$ cat config.mk
export PLATFORM = sky130hd
export DESIGN_NAME = lbsa_ctrl
export DESIGN_NICKNAME = d
export VERILOG_FILES = /design/src/hdl/lbsa_pkg.sv /design/src/hdl/lbsa_ctrl.sv
export SDC_FILE = /design/constraint.sdc
export NUM_CORES = 1
export LEC_CHECK = 0
export ABC_CLOCK_PERIOD_IN_PS = 4160
export BUFFER_PORTS_ARGS = -buffer_cell sky130_fd_sc_hd__buf_2
export CORE_UTILIZATION = 35
export DETAILED_ROUTE_END_ITERATION = 7
export HOLD_SLACK_MARGIN = 0.1
export SLEW_MARGIN = 20
export SYNTH_ARGS = -nofsm -noshare
export SYNTH_HDL_FRONTEND = slang
export SYNTH_SLANG_ARGS = --single-unit
$ cat constraint.sdc
create_clock -name clk -period 4.16 [get_ports clk]
set_input_delay 0.208 -clock clk [delete_from_list [all_inputs] [get_ports clk]]
set_output_delay 0.208 -clock clk [all_outputs]
set_load 0.02 [all_outputs]
$ cat src/hdl/lbsa_pkg.sv
// lbsa_pkg: constants, command codes and shared types of the section allocator
// used by lbsa_ctrl, lbsa_dpath and the top level; no dependencies
package lbsa_pkg;

    localparam int SLOT_COUNT      = 1024;
    localparam int SLOT_BYTES_LOG2 = 4;
    localparam int IDX_W           = $clog2(SLOT_COUNT);
    localparam int CNT_W           = IDX_W + 1;
    localparam int REQB_W          = 16;
    localparam int REQS_W          = REQB_W - SLOT_BYTES_LOG2 + 1;
    localparam int BYTES_W         = 14;
    localparam int BLK_W           = 10;
    localparam int STAT_W          = 2;
    localparam int SPLIT_SLOTS     = 3;

    localparam logic [IDX_W-1:0] GUARD_SLOT = IDX_W'(SLOT_COUNT - 1);

    // result status codes
    localparam logic [STAT_W-1:0] ST_GRANTED  = 2'd0;
    localparam logic [STAT_W-1:0] ST_NO_SPACE = 2'd1;
    localparam logic [STAT_W-1:0] ST_RELEASED = 2'd2;
    localparam logic [STAT_W-1:0] ST_INVALID  = 2'd3;

    // slot flag bits {is_header, used}
    localparam logic [1:0] FLG_NONE     = 2'b00;
    localparam logic [1:0] FLG_FREE_HDR = 2'b10;
    localparam logic [1:0] FLG_USED_HDR = 2'b11;

    // datapath commands
    localparam int OP_W = 5;
    localparam logic [OP_W-1:0] OP_NOP          = 5'd0;
    localparam logic [OP_W-1:0] OP_CLR          = 5'd1;
    localparam logic [OP_W-1:0] OP_ACQ_START    = 5'd2;
    localparam logic [OP_W-1:0] OP_ACQ_CHECK    = 5'd3;
    localparam logic [OP_W-1:0] OP_ACQ_WR_NEW   = 5'd4;
    localparam logic [OP_W-1:0] OP_ACQ_WR_OWN   = 5'd5;
    localparam logic [OP_W-1:0] OP_REL_START    = 5'd6;
    localparam logic [OP_W-1:0] OP_REL_CHECK    = 5'd7;
    localparam logic [OP_W-1:0] OP_REL_RD_NEXT  = 5'd8;
    localparam logic [OP_W-1:0] OP_REL_CHK_NEXT = 5'd9;
    localparam logic [OP_W-1:0] OP_REL_RD_PREV  = 5'd10;
    localparam logic [OP_W-1:0] OP_REL_CHK_PREV = 5'd11;
    localparam logic [OP_W-1:0] OP_REL_WR_NEXT  = 5'd12;
    localparam logic [OP_W-1:0] OP_REL_WR_LINK  = 5'd13;
    localparam logic [OP_W-1:0] OP_SCAN_START   = 5'd14;
    localparam logic [OP_W-1:0] OP_SCAN_STEP    = 5'd15;
    localparam logic [OP_W-1:0] OP_OUT_LOAD     = 5'd16;

    typedef struct packed {
        logic [OP_W-1:0] op;
        logic            in_ready;
    } lbsa_cmd_t;

    typedef struct packed {
        logic fail;
        logic split;
        logic scan_done;
        logic clr_last;
        logic is_release;
        logic out_free;
        logic req_pending;
    } lbsa_stat_t;

endpackage

$ cat src/hdl/lbsa_ctrl.sv
// lbsa_ctrl: sequencing state machine of the section allocator
// depends on lbsa_pkg
module lbsa_ctrl (
    input  logic                 clk,
    input  logic                 rst_n,
    input  lbsa_pkg::lbsa_stat_t st,
    output lbsa_pkg::lbsa_cmd_t  cmd
);

    localparam logic [4:0] S_CLR   = 5'd0;
    localparam logic [4:0] S_IDLE  = 5'd1;
    localparam logic [4:0] S_DISP  = 5'd2;
    localparam logic [4:0] S_ACQ0  = 5'd3;
    localparam logic [4:0] S_ACQ1  = 5'd4;
    localparam logic [4:0] S_ACQ2  = 5'd5;
    localparam logic [4:0] S_ACQ3  = 5'd6;
    localparam logic [4:0] S_REL0  = 5'd7;
    localparam logic [4:0] S_REL1  = 5'd8;
    localparam logic [4:0] S_REL2  = 5'd9;
    localparam logic [4:0] S_REL3  = 5'd10;
    localparam logic [4:0] S_REL4  = 5'd11;
    localparam logic [4:0] S_REL5  = 5'd12;
    localparam logic [4:0] S_REL6  = 5'd13;
    localparam logic [4:0] S_REL7  = 5'd14;
    localparam logic [4:0] S_SCAN0 = 5'd15;
    localparam logic [4:0] S_SCAN1 = 5'd16;
    localparam logic [4:0] S_FIN   = 5'd17;

    logic [4:0] state_reg;
    logic [4:0] state_next;

    always_ff @(posedge clk or negedge rst_n)
    begin
        if (!rst_n)
        begin
            state_reg <= S_CLR;
        end
        else
        begin
            state_reg <= state_next;
        end
    end

    always_comb
    begin
        state_next   = state_reg;
        cmd.op       = lbsa_pkg::OP_NOP;
        cmd.in_ready = 1'b0;
        case (state_reg)
            S_CLR:
            begin
                cmd.op = lbsa_pkg::OP_CLR;
                if (st.clr_last) state_next = S_IDLE;
            end
            S_IDLE:
            begin
                cmd.in_ready = 1'b1;
                if (st.req_pending) state_next = S_DISP;
            end
            S_DISP:
            begin
                state_next = st.is_release ? S_REL0 : S_ACQ0;
            end
            S_ACQ0:
            begin
                cmd.op     = lbsa_pkg::OP_ACQ_START;
                state_next = st.fail ? S_FIN : S_ACQ1;
            end
            S_ACQ1:
            begin
                cmd.op = lbsa_pkg::OP_ACQ_CHECK;
                if (st.fail) state_next = S_FIN;
                else state_next = st.split ? S_ACQ2 : S_ACQ3;
            end
            S_ACQ2:
            begin
                cmd.op     = lbsa_pkg::OP_ACQ_WR_NEW;
                state_next = S_ACQ3;
            end
            S_ACQ3:
            begin
                cmd.op     = lbsa_pkg::OP_ACQ_WR_OWN;
                state_next = S_SCAN0;
            end
            S_REL0:
            begin
                cmd.op     = lbsa_pkg::OP_REL_START;
                state_next = st.fail ? S_FIN : S_REL1;
            end
            S_REL1:
            begin
                cmd.op     = lbsa_pkg::OP_REL_CHECK;
                state_next = st.fail ? S_FIN : S_REL2;
            end
            S_REL2:
            begin
                cmd.op     = lbsa_pkg::OP_REL_RD_NEXT;
                state_next = S_REL3;
            end
            S_REL3:
            begin
                cmd.op     = lbsa_pkg::OP_REL_CHK_NEXT;
                state_next = st.fail ? S_FIN : S_REL4;
            end
            S_REL4:
            begin
                cmd.op     = lbsa_pkg::OP_REL_RD_PREV;
                state_next = S_REL5;
            end
            S_REL5:
            begin
                cmd.op     = lbsa_pkg::OP_REL_CHK_PREV;
                state_next = S_REL6;
            end
            S_REL6:
            begin
                cmd.op     = lbsa_pkg::OP_REL_WR_NEXT;
                state_next = S_REL7;
            end
            S_REL7:
            begin
                cmd.op     = lbsa_pkg::OP_REL_WR_LINK;
                state_next = S_SCAN0;
            end
            S_SCAN0:
            begin
                cmd.op     = lbsa_pkg::OP_SCAN_START;
                state_next = S_SCAN1;
            end
            S_SCAN1:
            begin
                cmd.op = lbsa_pkg::OP_SCAN_STEP;
                if (st.scan_done) state_next = S_FIN;
            end
            S_FIN:
            begin
                if (st.out_free)
                begin
                    cmd.op     = lbsa_pkg::OP_OUT_LOAD;
                    state_next = S_IDLE;
                end
            end
            default:
            begin
                state_next = S_CLR;
            end
        endcase
    end

endmodule

==> impl_metrics.yaml <==
run_status:
  outcome: "completed"
sta:
  tns_ps: 0
  rsz0062_at_grt: "false"
  clock_skew_ps: 2.27
  slew_violations: 0
  relSlewSlack: 0.554
  fin_crit_sh: 0.462
  finalCriticalPeriod_ps: 1920
  tightest_slew_ps: 670
  worst_slack_ps: 2240
  setup_viol: 0
  fmax_ghz: 0.520
  hold_viol: 0
logic_synthesis:
  synth_warnings: 0
  netlist_area_um2: 542
  syn_nets: 80
  ys.flop_type: "dfrtp_1"
  synth_edf_count: 0
  async_reset_ff_frac: 1.00
  avgSynthCellArea_um2: 7.63
  synth.distinct_cells: 37
  syn_inst: 71
  synth.yosys.seq_area_share: 0.231
  yosys_register_bits: 5
global_route:
  grt_usage: 0.183
  grt_pass1_wl_um: 1960
  grt_start_max_net_pins: 23
  overflow: 0
  grt_pass1_vias: 456
  antenna_found_initial: 0
pwr:
  p_per_area_nw_per_um2: 812
  worst_ir_drop_vdd_v: 0.000342
  power.leakage_uw: 0.000276
clock_network:
  h-tree-depth: 1
  cts-buffers-inserted: 3
  clk_latency_ps: 250
  clockRootBuffer: "clkbuf_4"
  clockBufferDepth: 2
  clk_pin_slew_worst_paths_ps: 50
  tritoncts: "built"
  numClockSinks: 5
placed_design:
  place_inst: 94
  dp_hpwl_um: 908
  portBuffers: 14
  place_ws_ps: 2420
  dpl_cell_area_um2: 606
  gp_congestion: 0.824
detailed_routing:
  drcViolationCount: 0
  wl_per_cell_um: 12.5
  via_per_inst: 5.78
  drtIter0Drc: 13
  firstDrtPassIters: 4
  ant_nets: 0
  num_vias: 572
  drt-total-wl_um: 1230
layout:
  final_util: 0.470
  fin_area_um2: 642
  fill_cells: 150
  antennaDiodeCount: 0
  instances_no_fill: 99
  syn2layout_area_growth_pct: 18.5
  drive_above_1_share: 0.250
  layout.nets: 94
  largest_reg_flops: 5
worst_setup_path:
  path_class: "flop to output pin"
  critPathLaunchType: "flop"
  required_ps: 3950
  critPathArrivalTime_ps: 1710
  critPathMaxFanout: 15
  cp-end-kind: "output pin"
die:
  initial_core_util: 0.397
  ioPinCount: 15
  die-area_um2: 1710
  fp.dieH_um: 41.3
  core_um2: 1370
  die_x_um: 41.3
  rows: 13
worst_hold_path:
  hold_class: "input port to flop"
run:
  max_cap_viol_count: 0
==> path summary, 6_finish.rpt <==
| check | from | to | depth (start not counted) | slack [ps] |
|---|---|---|---|---|
| setup / recovery | state_reg[0]$_DFFE_PN0P_ | cmd[4] | 4 | 2240 |
| hold reg to reg | state_reg[1]$_DFFE_PN0P_ | state_reg[2]$_DFFE_PN0P_ | 2 | 760 |
| min in group asynchronous | rst_n | state_reg[0]$_DFFE_PN0P_ | 2 | 300 |
| max in group asynchronous | rst_n | state_reg[2]$_DFFE_PN0P_ | 2 | 3730 |
| setup reg to reg | state_reg[3]$_DFFE_PN0P_ | state_reg[4]$_DFFE_PN0P_ | 4 | 2400 |
| hold / removal | st[1] | state_reg[4]$_DFFE_PN0P_ | 2 | 220 |
==> cells by family after synthesis <==
family,count (synthesis),share of synthesized area
xor+xnor,2,0.0323
simple gates,34,0.370
buf+inv,9,0.0670
mux,1,0.0185
flops,5,0.231
compound gates,20,0.282
==> critical path, cell delays in order (launching register included) <==
cell and delay, ps:
dfrtp_1 520, nor4_1 490, and2_1 210, or2_2 100, buf_2 150
==> report_power, final <==
| part | total, µW | switching [µW] | internal (µW) |
|---|---|---|---|
| registers | 146 | 76.6 | 69.7 |
| clock network | 58.0 | 21.7 | 36.4 |
| logic | 317 | 173 | 144 |
==> cell usage in the layout, fill, tap and decap left out, types with 2 or more instances in the layout <==
| cell | count |
|---|---|
| nor2_1 | 8 |
| nand2_1 | 7 |
| dfrtp_1 | 5 |
| nor4_1 | 2 |
| nand3b_1 | 2 |
| buf_2 | 14 |
| o21a_1 | 2 |
| inv_1 | 3 |
| a211oi_1 | 5 |
| clkbuf_4 | 3 |
| o31ai_1 | 3 |
| nor3_1 | 2 |
| a21oi_1 | 3 |
==> through the flow <==
stage                     power [µW]  hold WS, ps
final                            521          220
after global routing             581          218
after CTS                        525          215
after detailed placement         463         25.5
after global placement           466         30.0
after floorplan                  393        -87.6
==> layout make-up <==
class | instances | area (µm²) | area share
timing repair buffer | 15 | 80.1 | 0.125
multi-input combinational | 57 | 380 | 0.593
inverter | 3 | 11.3 | 0.0175
clock buffer | 4 | 26.3 | 0.0409
sequential | 5 | 125 | 0.195
tap | 15 | 18.8 | 0.0292
==> per-layer routing <==
| layer | global-route usage | vias up | share of wire |
|---|---|---|---|
| li1 | - | 299 | - |
| met5 | 0 | - | 0 |
| met3 | 0.0638 | 2 | 0.058 |
| met2 | 0.273 | 21 | 0.43 |
| met4 | 0.0806 | 0 | 0.0065 |
| met1 | 0.235 | 250 | 0.50 |
==> synthesized netlist by cell type, drive strengths merged, types with 2 or more instances <==
master | number | area (µm²)
o31ai | 3 | 22.5
inv | 3 | 11.3
nand2 | 7 | 26.3
nor2 | 8 | 30.0
nor3 | 2 | 10.0
o21a | 2 | 15.0
dfrtp | 5 | 125
a21oi | 3 | 15.0
a211oi | 5 | 37.5
nor4 | 2 | 12.5
clkbuf | 3 | 11.3
buf | 3 | 13.8
nand3b | 2 | 15.0
==> repair_timing <==
action                                 CTS  global route
buffers inserted                         0             0
gates resized for setup                  0             0
hold buffers                             1             0
endpoints found under the hold margin    5             0
Note: power is estimated with default switching activity, not from simulation.
